File: src/rtl/core/ucd_pkg.sv
// shared types and constants for the undirected cycle detector
// no dependencies; imported by the controller and the top level
`default_nettype none

package ucd_pkg;

  localparam int END_W = 7;
  localparam int CFG_W = 8;

  localparam logic [CFG_W-1:0] VERTEX_COUNT_RESET = 8'd128;

  localparam logic CMD_ADD_EDGE = 1'b0;
  localparam logic CMD_CLEAR    = 1'b1;

  typedef struct packed {
    logic cycle_found;
    logic edge_ignored;
  } res_t;

endpackage

`default_nettype wire

File: src/rtl/core/ucd_root_ram.sv
// root table storage: one write port, one read port, registered read data
// a read that hits the entry written in the same cycle returns the new value
// no dependencies
`default_nettype none

module ucd_root_ram #(
  parameter int DEPTH = 128,
  parameter int AW    = 7,
  parameter int DW    = 7
) (
  input  wire logic          clk,
  input  wire logic          rst_n,
  input  wire logic          wr_en,
  input  wire logic [AW-1:0] wr_addr,
  input  wire logic [DW-1:0] wr_data,
  input  wire logic          rd_en,
  input  wire logic [AW-1:0] rd_addr,
  output logic      [DW-1:0] rd_data
);

  logic [DW-1:0] mem [DEPTH];
  logic [DW-1:0] q_r;
  logic [DW-1:0] fwd_data_r;
  logic          fwd_r;

  always_ff @(posedge clk) begin
    if (wr_en) begin
      mem[wr_addr] <= wr_data;
    end
    if (rd_en) begin
      q_r <= mem[rd_addr];
    end
    fwd_data_r <= wr_data;
  end

  always_ff @(posedge clk) begin
    if (!rst_n) begin
      fwd_r <= 1'b0;
    end else begin
      fwd_r <= rd_en && wr_en && (rd_addr == wr_addr);
    end
  end

  assign rd_data = fwd_r ? fwd_data_r : q_r;

endmodule

`default_nettype wire

File: src/rtl/core/ucd_ctrl.sv
// sequencer: root walks with path halving, union, clearing sweep
// depends on ucd_pkg; drives the ports of ucd_root_ram
`default_nettype none

module ucd_ctrl #(
  parameter int MAX_VERTICES = 128,
  parameter int AW           = 7
) (
  input  wire logic                      clk,
  input  wire logic                      rst_n,
  input  wire logic                      in_valid,
  output logic                           in_ready,
  input  wire logic                      in_command,
  input  wire logic [ucd_pkg::END_W-1:0] in_end_a,
  input  wire logic [ucd_pkg::END_W-1:0] in_end_b,
  input  wire logic                      in_out_of_range,
  output logic                           res_valid,
  input  wire logic                      res_ready,
  output ucd_pkg::res_t                  res,
  output logic                           wr_en,
  output logic      [AW-1:0]             wr_addr,
  output logic      [AW-1:0]             wr_data,
  output logic                           rd_en,
  output logic      [AW-1:0]             rd_addr,
  input  wire logic [AW-1:0]             rd_data
);

  import ucd_pkg::*;

  localparam logic [AW-1:0] LAST_IDX = AW'(MAX_VERTICES - 1);

  typedef enum logic [6:0] {
    S_INIT  = 7'b0000001,
    S_IDLE  = 7'b0000010,
    S_CHK   = 7'b0000100,
    S_STEP  = 7'b0001000,
    S_UNION = 7'b0010000,
    S_CLEAR = 7'b0100000,
    S_DONE  = 7'b1000000
  } state_t;

  state_t        state_r, state_nxt;
  logic          side_r, side_nxt;
  logic [AW-1:0] x_r, x_nxt;
  logic [AW-1:0] up_r, up_nxt;
  logic [AW-1:0] ra_r, ra_nxt;
  logic [AW-1:0] rb_r, rb_nxt;
  logic [AW-1:0] eb_r, eb_nxt;
  logic [AW-1:0] cnt_r, cnt_nxt;
  logic          drop_r, drop_nxt;
  logic          flag_r, flag_nxt;
  logic          find_done;
  logic [AW-1:0] root;

  always_comb begin
    state_nxt = state_r;
    side_nxt  = side_r;
    x_nxt     = x_r;
    up_nxt    = up_r;
    ra_nxt    = ra_r;
    rb_nxt    = rb_r;
    eb_nxt    = eb_r;
    cnt_nxt   = cnt_r;
    drop_nxt  = drop_r;
    flag_nxt  = flag_r;
    in_ready  = 1'b0;
    res_valid = 1'b0;
    wr_en     = 1'b0;
    wr_addr   = x_r;
    wr_data   = rd_data;
    rd_en     = 1'b0;
    rd_addr   = rd_data;
    find_done = 1'b0;
    root      = x_r;

    case (state_r)
      S_INIT, S_CLEAR: begin
        wr_en   = 1'b1;
        wr_addr = cnt_r;
        wr_data = cnt_r;
        cnt_nxt = cnt_r + AW'(1);
        if (cnt_r == LAST_IDX) begin
          flag_nxt  = 1'b0;
          drop_nxt  = 1'b0;
          state_nxt = (state_r == S_CLEAR) ? S_DONE : S_IDLE;
        end
      end
      S_IDLE: begin
        in_ready = 1'b1;
        if (in_valid) begin
          x_nxt    = AW'(in_end_a);
          eb_nxt   = AW'(in_end_b);
          side_nxt = 1'b0;
          if (in_command == CMD_CLEAR) begin
            cnt_nxt   = '0;
            state_nxt = S_CLEAR;
          end else if (in_out_of_range) begin
            drop_nxt  = 1'b1;
            state_nxt = S_DONE;
          end else begin
            drop_nxt  = 1'b0;
            rd_en     = 1'b1;
            rd_addr   = AW'(in_end_a);
            state_nxt = S_CHK;
          end
        end
      end
      S_CHK: begin
        // rd_data is the parent of x
        if (rd_data == x_r) begin
          find_done = 1'b1;
          root      = x_r;
        end else begin
          up_nxt    = rd_data;
          rd_en     = 1'b1;
          state_nxt = S_STEP;
        end
      end
      S_STEP: begin
        // rd_data is the grandparent of x: halve the path, then move up one
        wr_en   = 1'b1;
        wr_addr = x_r;
        wr_data = rd_data;
        x_nxt   = up_r;
        up_nxt  = rd_data;
        if (rd_data == up_r) begin
          find_done = 1'b1;
          root      = up_r;
        end else begin
          rd_en = 1'b1;
        end
      end
      S_UNION: begin
        if (ra_r == rb_r) begin
          flag_nxt = 1'b1;
        end else begin
          wr_en   = 1'b1;
          wr_addr = (ra_r < rb_r) ? rb_r : ra_r;
          wr_data = (ra_r < rb_r) ? ra_r : rb_r;
        end
        state_nxt = S_DONE;
      end
      S_DONE: begin
        res_valid = 1'b1;
        if (res_ready) begin
          state_nxt = S_IDLE;
        end
      end
      default: begin
        state_nxt = S_INIT;
        cnt_nxt   = '0;
      end
    endcase

    if (find_done) begin
      if (!side_r) begin
        // second walk starts at once; a same-entry write is forwarded by the ram
        ra_nxt    = root;
        side_nxt  = 1'b1;
        x_nxt     = eb_r;
        rd_en     = 1'b1;
        rd_addr   = eb_r;
        state_nxt = S_CHK;
      end else begin
        rb_nxt    = root;
        state_nxt = S_UNION;
      end
    end
  end

  assign res.cycle_found  = flag_r;
  assign res.edge_ignored = drop_r;

  always_ff @(posedge clk) begin
    if (!rst_n) begin
      state_r <= S_INIT;
      cnt_r   <= '0;
      flag_r  <= 1'b0;
      drop_r  <= 1'b0;
      side_r  <= 1'b0;
    end else begin
      state_r <= state_nxt;
      cnt_r   <= cnt_nxt;
      flag_r  <= flag_nxt;
      drop_r  <= drop_nxt;
      side_r  <= side_nxt;
    end
  end

  always_ff @(posedge clk) begin
    x_r  <= x_nxt;
    up_r <= up_nxt;
    ra_r <= ra_nxt;
    rb_r <= rb_nxt;
    eb_r <= eb_nxt;
  end

  // the forest is acyclic, so a grandparent is never the vertex itself
  a_no_two_cycle: assert property (@(posedge clk) disable iff (!rst_n)
    (state_r == S_STEP) |-> (rd_data != x_r))
    else $error("root table holds a two-entry loop");

  a_flag_sticky: assert property (@(posedge clk) disable iff (!rst_n)
    $fell(flag_r) |-> ($past(state_r) == S_CLEAR))
    else $error("cycle flag dropped outside a clear");

  a_quiet_table: assert property (@(posedge clk) disable iff (!rst_n)
    ((state_r == S_IDLE) || (state_r == S_DONE)) |-> !wr_en)
    else $error("root table written while no edge is in progress");

  a_wr_in_range: assert property (@(posedge clk) disable iff (!rst_n)
    wr_en |-> ((wr_addr <= LAST_IDX) && (wr_data <= LAST_IDX)))
    else $error("root table access beyond the vertex range");

endmodule

`default_nettype wire

File: src/rtl/core/undirected_cycle_detector_top.sv
// Undirected cycle detector. Each transfer on the input channel either adds an
// edge or clears the graph, and yields one result: whether the graph so far
// holds a cycle, and whether the edge was dropped because an end was at or
// above the vertex count (self-loops and repeated edges count as cycles). An
// added edge walks from each end to its root; each path-halving step on the
// two root walks is one read of the single-read-port root table. A clear
// sweeps the root table one entry a cycle. After reset the same sweep runs
// with in_ready low; configuration writes are taken throughout. A finished
// result waits in the output register while the next item is transferred in.
// depends on ucd_pkg, ucd_root_ram and ucd_ctrl
`default_nettype none

module undirected_cycle_detector_top #(
  parameter int MAX_VERTICES = 128
) (
  input  wire logic                      clk,
  input  wire logic                      rst_n,
  input  wire logic                      cfg_wr_en,
  input  wire logic [ucd_pkg::CFG_W-1:0] cfg_wr_data,
  input  wire logic                      in_valid,
  output logic                           in_ready,
  input  wire logic                      in_command,
  input  wire logic [ucd_pkg::END_W-1:0] in_end_a,
  input  wire logic [ucd_pkg::END_W-1:0] in_end_b,
  output logic                           out_valid,
  input  wire logic                      out_ready,
  output logic                           out_cycle_found,
  output logic                           out_edge_ignored
);

  import ucd_pkg::*;

  localparam int AW = $clog2(MAX_VERTICES);
  localparam int LW = ($clog2(MAX_VERTICES + 1) > CFG_W) ? $clog2(MAX_VERTICES + 1) : CFG_W;

  logic [CFG_W-1:0] vertex_count_r;
  logic [LW-1:0]    limit;
  logic             out_of_range;

  logic             res_valid;
  logic             res_ready;
  res_t             res;
  logic             out_valid_r;
  res_t             out_res_r;

  logic             wr_en;
  logic [AW-1:0]    wr_addr;
  logic [AW-1:0]    wr_data;
  logic             rd_en;
  logic [AW-1:0]    rd_addr;
  logic [AW-1:0]    rd_data;

  always_ff @(posedge clk) begin
    if (!rst_n) begin
      vertex_count_r <= VERTEX_COUNT_RESET;
    end else if (cfg_wr_en) begin
      vertex_count_r <= cfg_wr_data;
    end
  end

  // counts above the table size act as the table size
  assign limit = (LW'(vertex_count_r) > LW'(MAX_VERTICES)) ? LW'(MAX_VERTICES)
                                                          : LW'(vertex_count_r);
  assign out_of_range = (LW'(in_end_a) >= limit) || (LW'(in_end_b) >= limit);

  ucd_root_ram #(
    .DEPTH (MAX_VERTICES),
    .AW    (AW),
    .DW    (AW)
  ) u_ram (
    .clk     (clk),
    .rst_n   (rst_n),
    .wr_en   (wr_en),
    .wr_addr (wr_addr),
    .wr_data (wr_data),
    .rd_en   (rd_en),
    .rd_addr (rd_addr),
    .rd_data (rd_data)
  );

  ucd_ctrl #(
    .MAX_VERTICES (MAX_VERTICES),
    .AW           (AW)
  ) u_ctrl (
    .clk             (clk),
    .rst_n           (rst_n),
    .in_valid        (in_valid),
    .in_ready        (in_ready),
    .in_command      (in_command),
    .in_end_a        (in_end_a),
    .in_end_b        (in_end_b),
    .in_out_of_range (out_of_range),
    .res_valid       (res_valid),
    .res_ready       (res_ready),
    .res             (res),
    .wr_en           (wr_en),
    .wr_addr         (wr_addr),
    .wr_data         (wr_data),
    .rd_en           (rd_en),
    .rd_addr         (rd_addr),
    .rd_data         (rd_data)
  );

  // output register: loads when empty or when its transfer completes
  assign res_ready = !out_valid_r || out_ready;

  always_ff @(posedge clk) begin
    if (!rst_n) begin
      out_valid_r <= 1'b0;
    end else if (res_valid && res_ready) begin
      out_valid_r <= 1'b1;
    end else if (out_ready) begin
      out_valid_r <= 1'b0;
    end
  end

  always_ff @(posedge clk) begin
    if (res_valid && res_ready) begin
      out_res_r <= res;
    end
  end

  assign out_valid        = out_valid_r;
  assign out_cycle_found  = out_res_r.cycle_found;
  assign out_edge_ignored = out_res_r.edge_ignored;

endmodule

`default_nettype wire
File: config.mk
export PLATFORM = sky130hd
export DESIGN_NAME = undirected_cycle_detector_top
export DESIGN_NICKNAME = d
export VERILOG_FILES = /design/src/rtl/core/ucd_pkg.sv /design/src/rtl/core/ucd_root_ram.sv /design/src/rtl/core/ucd_ctrl.sv /design/src/rtl/core/undirected_cycle_detector_top.sv
export SDC_FILE = /design/constraint.sdc
export NUM_CORES = 1
export LEC_CHECK = 0
export ABC_CLOCK_PERIOD_IN_PS = 7100
export BUFFER_PORTS_ARGS = -buffer_cell sky130_fd_sc_hd__buf_2
export CORE_MARGIN = 4
export CORE_UTILIZATION = 50
export DETAILED_ROUTE_END_ITERATION = 16
export MAX_ROUTING_LAYER = met4
export PLACE_DENSITY = 0.73
export SLEW_MARGIN = 20
export SYNTH_ARGS = -nofsm -noshare
export SYNTH_HDL_FRONTEND = slang
export SYNTH_SLANG_ARGS = --single-unit
File: constraint.sdc
create_clock -name clk -period 7.1 [get_ports clk]
set_input_delay 0.355 -clock clk [delete_from_list [all_inputs] [get_ports clk]]
set_output_delay 0.355 -clock clk [all_outputs]
set_load 0.05 [all_outputs]
Word level (Yosys, flattened, before mapping)
Memory sizes are Yosys's and may differ from the RTL's. A register that Yosys moved wholly into a read port is not among the register bits.
Cells that the tools add are included.

storage, ports and cells
  flip-flop bits (word level) = 71
  memory bits (writable) = 896
  input bits = 28
  memories = 1

cells by class
  add/subtract/negate cells = 1
  order comparisons = 4
  equal/unequal tests = 23
  mux-type cells = 65
  bitwise gates (word level) = 2
  reductions and logical operators = 21

memory list
  memory     depth  bits a word  read ports  clocked after memory_dff  wr ports  RTL line            source
  u_ram.mem  128    7            1           1                         1         ucd_root_ram.sv:21  logic [DW-1:0] mem [DEPTH];

operators by type and width
  kind                                                              number
  7-bit two-way mux                                                 27
  7-bit one-hot mux with 2 select lines                             4
  7-bit one-hot mux with 6 select lines                             1
  7-bit == test                                                     4
  1-bit two-way mux                                                 25
  7-bit one-hot mux with 3 select lines                             1
  7-bit by 8-bit greater-or-equal comparator with 1-bit output      2
  7-bit == test (second input constant)                             2
  3-bit by 2-bit != test with 1-bit output (second input constant)  3
  8-bit > comparator (second input constant)                        1
  8-bit two-way mux                                                 1
  2-bit != test (second input constant)                             4
  1-bit one-hot mux with 2 select lines                             4
  2-bit AND reduction                                               4
  2-bit nonzero test                                                4
  7-bit by 1-bit adder with 7-bit output (second input constant)    1
  7-bit by 1-bit == test with 1-bit output (second input constant)  1
  7-bit by 2-bit == test with 1-bit output (second input constant)  1
  7-bit by 3-bit == test with 1-bit output (second input constant)  1
  7-bit by 4-bit == test with 1-bit output (second input constant)  1
  7-bit by 5-bit == test with 1-bit output (second input constant)  1
  7-bit by 6-bit == test with 1-bit output (second input constant)  1
  7-bit < comparator                                                1
  2-bit by 1-bit != test with 1-bit output (second input constant)  3
  13 further kinds                                                  18

Logic depth before layout (Yosys ltp)
Gate-level depths: netlist (run 1).

  depth in word-level cells = 12
  mapped depth = 21
  mapped depth without buffers = 14

By module
A second synthesis (run 1) with hierarchy kept.

unflattened totals
  cells, all modules = 1,893
  area total of the unflattened synthesis = 39,263.9 µm²

modules (own cells, without submodules)
  module                         instances  cells an instance  area each (µm²)  seq. area each (µm²)
  ucd_root_ram                   1          1,483              35,205.0         27,276.2
  ucd_ctrl                       1          337                3,310.7          1,321.3
  undirected_cycle_detector_top  1          73                 748.2            240.2

Least setup slack after synthesis (run 1)
No wires, ideal clock.

  kind = register -> register
  from = reg u_ctrl.ra_r[1]
  to = mem u_ram.mem[0][0], data pin
  arrival time = 5,940 ps
  required time = 6,174 ps
  setup slack = 234 ps
  stages on the path, launching flop included = 14
  clock period less this slack = 6,866 ps
  cell sequence = edfxtp_1 -> ha_1 -> nor2b_1 -> o21a_1 -> o21a_1 -> o21a_1 -> o21a_1 -> o21ai_0 -> nand2b_1 -> clkbuf_1 -> clkbuf_1 -> nor2_1 -> a21oi_1 -> o221ai_1

between the ends
  cells in the longest elaborated chain, start to end = 4
  elaborated cells on any way between the ends = 5
  those cells by class = order compare: 1; eq/ne: 1; mux: 3

RTL lines
  item                                     RTL line            source
  from (decl)                              ucd_ctrl.sv:46      logic [AW-1:0] ra_r, ra_nxt;
  from (signal assigned)                   ucd_ctrl.sv:193     ra_r <= ra_nxt;
  7-bit < comparator                       ucd_ctrl.sv:139     wr_data = (ra_r < rb_r) ? ra_r : rb_r;
  7-bit two-way mux                        ucd_ctrl.sv:139
  7-bit two-way mux *                      ucd_ctrl.sv:134     if (ra_r == rb_r) begin
  7-bit one-hot mux with 2 select lines *  ucd_ctrl.sv:76      case (state_r)
  named net u_ctrl.wr_data[0]              ucd_ctrl.sv:22      output logic [AW-1:0] wr_data,
  to (decl)                                ucd_root_ram.sv:21

Mark *: on every way through the listed nets, which the timed path passes. The rest lies on a longest branch.

Worst setup path in the final report (run 1)
  from = reg vertex_count_r[7]
  to = reg u_ram.q_r[5], read port of u_ram.mem, data pin

between the ends
  cells in the longest elaborated chain, start to end = 10
  elaborated cells on any way between the ends = 17
  those cells by class = order compare: 3; mux: 13; reduce/logical: 1

RTL lines
  item                                                                        RTL line                             source
  from (decl)                                                                 undirected_cycle_detector_top.sv:36  logic [CFG_W-1:0] vertex_count_r;
  from (signal assigned)                                                      undirected_cycle_detector_top.sv:57  vertex_count_r <= cfg_wr_data;
  8-bit > comparator                                                          undirected_cycle_detector_top.sv:62  assign limit = (LW'(vertex_count_r) > LW'(MAX_VERTICES)) ? LW'(MAX_VERTICES)
  8-bit two-way mux *                                                         undirected_cycle_detector_top.sv:62
  7-bit by 8-bit greater-or-equal comparator with 1-bit output                undirected_cycle_detector_top.sv:64  assign out_of_range = (LW'(in_end_a) >= limit) || (LW'(in_end_b) >= limit);
  1-bit logical OR *                                                          undirected_cycle_detector_top.sv:64
  1-bit two-way mux or 7-bit two-way mux (tied branches)                      ucd_ctrl.sv:97                       end else if (in_out_of_range) begin
  1-bit two-way mux or 7-bit two-way mux (tied branches)                      ucd_ctrl.sv:94                       if (in_command == CMD_CLEAR) begin
  1-bit two-way mux or 7-bit two-way mux (tied branches)                      ucd_ctrl.sv:90                       if (in_valid) begin
  1-bit one-hot mux with 3 select lines or 7-bit two-way mux (tied branches)  ucd_ctrl.sv:76
  1-bit two-way mux or 7-bit two-way mux (tied branches)                      ucd_ctrl.sv:156                      if (!side_r) begin
  1-bit two-way mux or 7-bit two-way mux (tied branches)                      ucd_ctrl.sv:155                      if (find_done) begin
  to (decl)                                                                   ucd_root_ram.sv:22                   logic [DW-1:0] q_r;

Every way passes the cells marked *; elsewhere a longest branch is shown, timed or not.
A chain may end at the register's enable or synchronous reset.

==> results of run 1 <==
[power by group through the flow]
stage                     Clock [uW]  Sequential, uW  Combinational (uW)
final                           5080            7340                2070
after global routing            5360            7360                2190
after CTS                       5110            7340                2040
after detailed placement           0            7460                2030
after global placement             0            7450                1970
after floorplan                    0            7600                1010
[timing repair]
action	CTS	global route
hold buffers	16	0
endpoints found under the hold margin	16	0
resized for setup	0	0
[worst max-delay path: cells and delay by family, from the launching register on]
kind | cells | cell delay [ps]
AOI/OAI and AO/OA | 4 | 1210
DFF | 1 | 510
adders and majority gates | 1 | 280
buffers and inverters | 1 | 480
muxes | 2 | 1150
and+or+nand+nor | 7 | 1830
[flip-flops by register name, summed over array words and instances, names as in the netlist]
signal            count
out_cycle_found       1
out_edge_ignored      1
out_valid             1
u_ctrl.cnt_r          7
u_ctrl.drop_r         1
u_ctrl.eb_r           7
u_ctrl.flag_r         1
u_ctrl.ra_r           7
u_ctrl.rb_r           7
u_ctrl.side_r         1
u_ctrl.state_r        7
u_ctrl.up_r           7
u_ctrl.x_r            7
u_ram.fwd_data_r      7
u_ram.fwd_r           1
u_ram.mem           896
u_ram.q_r             7
vertex_count_r        8
[stage by stage]
step | cells | instance area (um^2) | hold slack [ps] | total power [uW]
after floorplan | 3109 | 40000 | 408 | 8610
after global placement | 4069 | 41200 | 427 | 9420
after detailed placement | 4069 | 41200 | 424 | 9490
after CTS | 4261 | 44500 | 9.13 | 14500
after global routing | 4261 | 44500 | 43.7 | 14900
final | 4261 | 44500 | 40.3 | 14500
[metal layers]
layer / wire length, um / vias up / track usage, %
met3: 9370 / 225 / 4.07
li1: - / 11500 / -
met2: 48100 / 1316 / 37.7
met4: 3670 / 0 / 8.82
met5: 0 / - / -
met1: 40000 / 12800 / 32.1
[cell type report]
type	count	area (um^2)	share of cell area [%]
Multi-Input combinational cell	1934	10300	23.2
Clock buffer	111	2500	5.62
Sequential cell	974	28800	64.7
Clock inverter	65	647	1.45
Inverter	23	86.3	0.194
Tap cell	1050	1310	2.95
Timing Repair Buffer	104	831	1.87
[kinds of logic (layout without fill, tap and decap cells)]
kind of cell	count (synthesis)	count (layout)	share of synthesized area, %
and+or+nand+nor	1477	1477	16.3
DFF	974	974	72.2
AOI/OAI and AO/OA	279	279	4.52
buffers and inverters	201	303	2.41
muxes	129	129	3.33
xor gates and xnor gates	27	27	0.592
adders and majority gates	22	22	0.689
[Yosys cell counts, types with 19 or more instances]
master | count | area share [%]
nand2_1 | 806 | 7.6
buf_2 | 86 | 1.1
dfxtp_1 | 41 | 2.1
edfxtp_1 | 933 | 70
ha_1 | 22 | 0.69
xnor2_1 | 19 | 0.42
buf_1 | 21 | 0.20
nand3_1 | 271 | 3.4
a31oi_1 | 94 | 1.5
o21ai_0 | 31 | 0.39
clkbuf_1 | 51 | 0.48
o22ai_1 | 26 | 0.41
mux2i_1 | 110 | 2.8
nand4_1 | 112 | 1.8
a21oi_1 | 54 | 0.68
inv_1 | 21 | 0.20
nor2_1 | 182 | 1.7
[worst max path at each step]
stage / start / endpoint / slack [ps] / cells after the start
2_1_floorplan: u_ctrl.ra_r[1] / u_ram.mem[0][0] / 230 / 13
3_3_place_gp: vertex_count_r[7] / u_ram.q_r[5] / 1470 / 15
3_5_place_dp: vertex_count_r[7] / u_ram.q_r[4] / 1410 / 15
4_1_cts: vertex_count_r[7] / u_ram.q_r[5] / 1340 / 15
5_1_grt: vertex_count_r[7] / u_ram.q_r[5] / 1000 / 15
6_report: vertex_count_r[7] / u_ram.q_r[5] / 1130 / 15
[placed cells by master, fill, tap and decap left out, drive strengths merged, types with 17 or more instances in the layout]
| cell type | Yosys | layout |
|---|---|---|
| a21oi | 54 | 54 |
| clkinv | 2 | 45 |
| nor3 | 17 | 17 |
| buf | 127 | 88 |
| ha | 22 | 22 |
| dfxtp | 41 | 41 |
| o22ai | 26 | 26 |
| nand3 | 271 | 271 |
| a31oi | 94 | 94 |
| nand2 | 806 | 806 |
| clkbuf | 51 | 111 |
| mux2i | 113 | 113 |
| xnor2 | 19 | 19 |
| edfxtp | 933 | 933 |
| inv | 21 | 25 |
| nand4 | 112 | 112 |
| o21ai | 32 | 32 |
| nor2 | 182 | 182 |
==> summary.md, run 1 <==
| Metric | Value |
|---|---|
| Post-synthesis area per instance | `12.9 um^2` |
| Initial DRC Count | `3290` |
| CP peak stage delay | `830 ps` |
| Worst-Skew Late Latency | `670 ps` |
| Core Box Area | `79100 um^2` |
| Post-DRT Antenna Nets | `0` |
| Worst vdd ir | `337 uV` |
| Post-CTS Setup Repair Bufs | `0` |
| CP Max Fanout | `141` |
| Worst R2R Path Depth | `15` |
| Yosys cell types | `67` |
| Unrepaired setup endpoints after global routing | `no` |
| Ports | `32` |
| Period utilization | `84.1%` |
| Worst path arrival time | `6450 ps` |
| Vias | `25800` |
| Worst R2R End | `u_ram.q_r[5]` |
| Pint | `10500 uW` |
| Slew Viols, Final | `0` |
| Total Routing Usage GR | `24.1%` |
| Die Y | `291 um` |
| Synth Cell Area | `40000 um^2` |
| Reg clk slew, reported paths | `60 ps` |
| Hold crit path type | `primary input to flip-flop` |
| DR DRC count | `0` |
| Relative slew slack | `25.2%` |
| Slew of the pin with the lowest slew margin | `1120 ps` |
| CTS Buf Count | `96` |
| Critical path cell sequence | `nor2b_1, ha_1, nand2b_1, a2111oi_0, o311ai_0, or3_1, mux2i_2, mux2_8, buf_12, nand2_1, a32oi_1, nand3_1, nand4_1, o21ai_0, nor3_1` |
| Final setup margin | `1130 ps` |
| First-pass GRT wire length | `153000 um` |
| Port bufs | `31` |
| Post-DR vias/cell | `6.06` |
| Minimum clock period | `5970 ps` |
| GR Overflow Total | `0` |
| Reg2reg setup slack | `1130 ps` |
| # setup viols final | `0` |
| Worst min-delay path startpoint | `out_ready` |
| Post-synth EDFFs | `933` |
| Worst slack at placement | `1410 ps` |
| Synth warn | `0` |
| Final Util | `56.3%` |
| Area Growth Syn to Fin | `11.5%` |
| Reg2reg start | `vertex_count_r[7]` |
| Power density over the cells | `326 nW/um^2` |
| DRT Pass-1 Iters | `8` |
| Vias in the first global route | `24700` |
| Nets@finish | `3183` |
| Crit Path Class | `flip-flop to flip-flop` |
| Sequential-to-total area share from yosys stat | `72.2%` |
| FFs w/ async S/R, synth | `0%` |
| Initial antenna violation count | `0` |
| Comb pwr share | `14.3%` |
| Fillcell total | `6157` |
| Register bit total from synthesis | `974` |
| Layout cells sized above 1 | `8.44%` |
| Worst Hold Endpoint | `out_valid` |
| Max cap viols | `0` |
| Final Skew | `34.1 ps` |
| Post-Syn Instances | `3109` |
| Clk network pwr share | `35.1%` |
| Net Sw Power | `3980 uW` |
| Worst hold path stage count | `3` |
| F_max | `167 MHz` |
| FP Rows | `103` |
| Net Count, Synth | `3159` |
| Final HPWL DP | `61000 um` |
| Lkg Pwr | `0.0151 uW` |
| Switching share of power | `27.5%` |
| H-tree levels | `3` |
| Slowest-stage cell, CP | `or3_1` |
| # clock sinks | `974` |
| DIE AREA | `84500 um^2` |
| Root Buffer | `clkbuf_16` |
| Final wirelength | `101000 um` |
| Fin. Hold Viols | `0` |
| Status | `complete, no violations` |
| Register share of total power | `50.7%` |
| Wire length per cell | `23.7 um` |
| Crit path required time | `7570 ps` |
| Chip Width | `291 um` |
| Initial core utilization | `50.5%` |
| CTS Buffer Depth | `3` |
| Type of origin of the critical path | `flip-flop` |
| Setup tns final | `0 ps` |
| Largest net degree at the start of global routing | `152` |
| Antenna Cells | `0` |
| Dominant synthesized flop cell | `edfxtp_1` |
| Placer Congestion | `0.910` |
| CP endpoint kind | `flip-flop` |
| CTS tree | `yes` |
(Power assumes the default switching activity.)
==> run 2, diff against run 1 <==
ABC_CLOCK_PERIOD_IN_PS = 4850   (was 7100)
clock period = 4.85 ns   (was 7.1 ns; I/O delays follow)
==> summary.md, run 2 (synthesis gave the netlist of run 1 again) <==
| Metric | Value |
|---|---|
| Nets@finish | `3378` |
| Minimum clock period | `4620 ps` |
| Overall Power | `21600 uW` |
| Fillcell total | `5932` |
| Core Box Area | `79100 um^2` |
| DIE AREA | `84500 um^2` |
| Period utilization | `95.3%` |
| Crit Path Class | `flip-flop to flip-flop` |
| Reg clk slew, reported paths | `70 ps` |
| H-tree levels | `3` |
| Placer Congestion | `0.906` |
| Post-DRT Antenna Nets | `0` |
| CP Max Fanout | `22` |
| Relative slew slack | `26.4%` |
| Regs by FF count | `u_ram.mem (896), vertex_count_r (8)` |
| Ports | `32` |
| Port bufs | `31` |
| CTS Buffer Depth | `3` |
| Most frequent cells in the layout | `933 x edfxtp_1, 806 x nand2_1, 269 x nand3_1, 203 x buf_4, 182 x nor2_1` |
| Post-Layout Cell Count | `4461` |
| Type of origin of the critical path | `flip-flop` |
| Vias in the first global route | `25900` |
| Root Buffer | `clkbuf_16` |
| Most flops, register | `u_ram.mem` |
| Final HPWL DP | `63200 um` |
| Wire length per cell | `23.3 um` |
| Slew Viols, Final | `0` |
| DRT Pass-1 Iters | `6` |
| Status | `complete, no violations` |
| Initial DRC Count | `3410` |
| Area Growth Syn to Fin | `16.4%` |
| Crit path required time | `5250 ps` |
| Final Skew | `29.3 ps` |
| Power density over the cells | `465 nW/um^2` |
| DR DRC count | `0` |
| Worst-Skew Late Latency | `660 ps` |
| Post-DR vias/cell | `5.98` |
| Hold crit path type | `primary input to flip-flop` |
| Setup tns final | `0 ps` |
| CP endpoint kind | `flip-flop` |
| CTS tree | `yes` |
| Max cap viols | `0` |
| Layout cells sized above 1 | `13.5%` |
| Worst path arrival time | `5020 ps` |
| Final setup margin | `227 ps` |
| Lkg Pwr | `0.0163 uW` |
| CTS Buf Count | `98` |
| F_max | `216 MHz` |
| Largest net degree at the start of global routing | `130` |
| Minimum hold slack | `53.0 ps` |
| First-pass GRT wire length | `157000 um` |
| Inst Count DP | `4251` |
| Slew of the pin with the lowest slew margin | `1100 ps` |
| Worst slack at placement | `56.3 ps` |
| # setup viols final | `0` |
| Initial core utilization | `50.5%` |
| Total Routing Usage GR | `24.8%` |
| Die Y | `291 um` |
| Unrepaired setup endpoints after global routing | `no` |
| GR Overflow Total | `0` |
| Largest register FFs | `896` |
| Worst vdd ir | `424 uV` |
| Chip Width | `291 um` |
| Fin. Hold Viols | `0` |
| Post-CTS Setup Repair Bufs | `0` |
| Final wirelength | `104000 um` |
| FP Rows | `103` |
| Initial antenna violation count | `1` |
| Vias | `26700` |
| # clock sinks | `974` |
| Commonest non-fill, non-tap cell in the layout | `edfxtp_1` |
run 2: cell count changes in the layout (fill, tap and decap cells not counted), moves of 3 or more:
cell	change
buf_4	+153
clkinv_1	-3
buf_12	+27
bufinv_16	+3
dlygate4sd3_1	+10
clkbuf_1	+5
run 2: worst paths after layout:
kind                                         from                 to  slack [ps]  depth (start not counted)
worst max-delay path            vertex_count_r[0]       u_ram.q_r[2]         230                         17
worst min register to register      u_ctrl.drop_r   out_edge_ignored         440                          0
worst max register to register  vertex_count_r[0]       u_ram.q_r[2]         230                         17
worst min-delay path                    cfg_wr_en  vertex_count_r[2]          50                          3
run 2: cell type report:
cell class                      instances  area [um^2]  share of cell area [%]
Clock inverter                         65          722                    1.55
Timing Repair Buffer                  297         2680                    5.77
Multi-Input combinational cell       1934        10300                    22.2
Tap cell                             1050         1310                    2.82
Clock buffer                          117         2540                    5.47
Inverter                               23         86.3                   0.186
Sequential cell                       974        28800                    62.0
Antenna cell                            1         2.50                 0.00538
run 2: what timing repair did:
item	4_1_cts	5_1_grt
endpoints found under the hold margin	26	0
endpoints found under the setup margin	0	7
gates resized for setup	0	6
hold buffers	26	0
run 2: stage by stage:
| step | instance area, um^2 | utilization (%) |
|---|---|---|
| global placement | 42900 | 54.3 |
| CTS | 46500 | 58.7 |
| global route | 46500 | 58.8 |
| floorplan | 40000 | - |
| detailed placement | 42900 | 54.3 |
| finish | 46500 | 58.8 |
run 2: metal layers:
layer  vias up  track usage, %  share of wire (%)
met1     13100            33.8                 40
li1      11900               -                  -
met3       233            3.80                9.2
met5         -               -                  0
met2      1461            38.3                 47
met4         0            9.00                3.5
run 2: where the power goes:
group	switching, uW	internal, uW	leakage [uW]
combinational	2590	634	0.00580
sequential	123	10600	0.00891
clock	3170	4500	0.00158
run 2: worst max-delay path: stages (launching register included):
cell	delay [ps]
dfxtp_1	330
nor2b_1	200
ha_1	250
nand2b_1	140
a2111oi_1	410
o311ai_0	270
or3_4	510
mux2i_2	310
mux2i_4	180
buf_12	210
buf_12	190
buf_4	190
nand2_1	70
a31oi_1	100
nand4_1	170
nand4_1	250
nor2_1	460
nor3_1	90
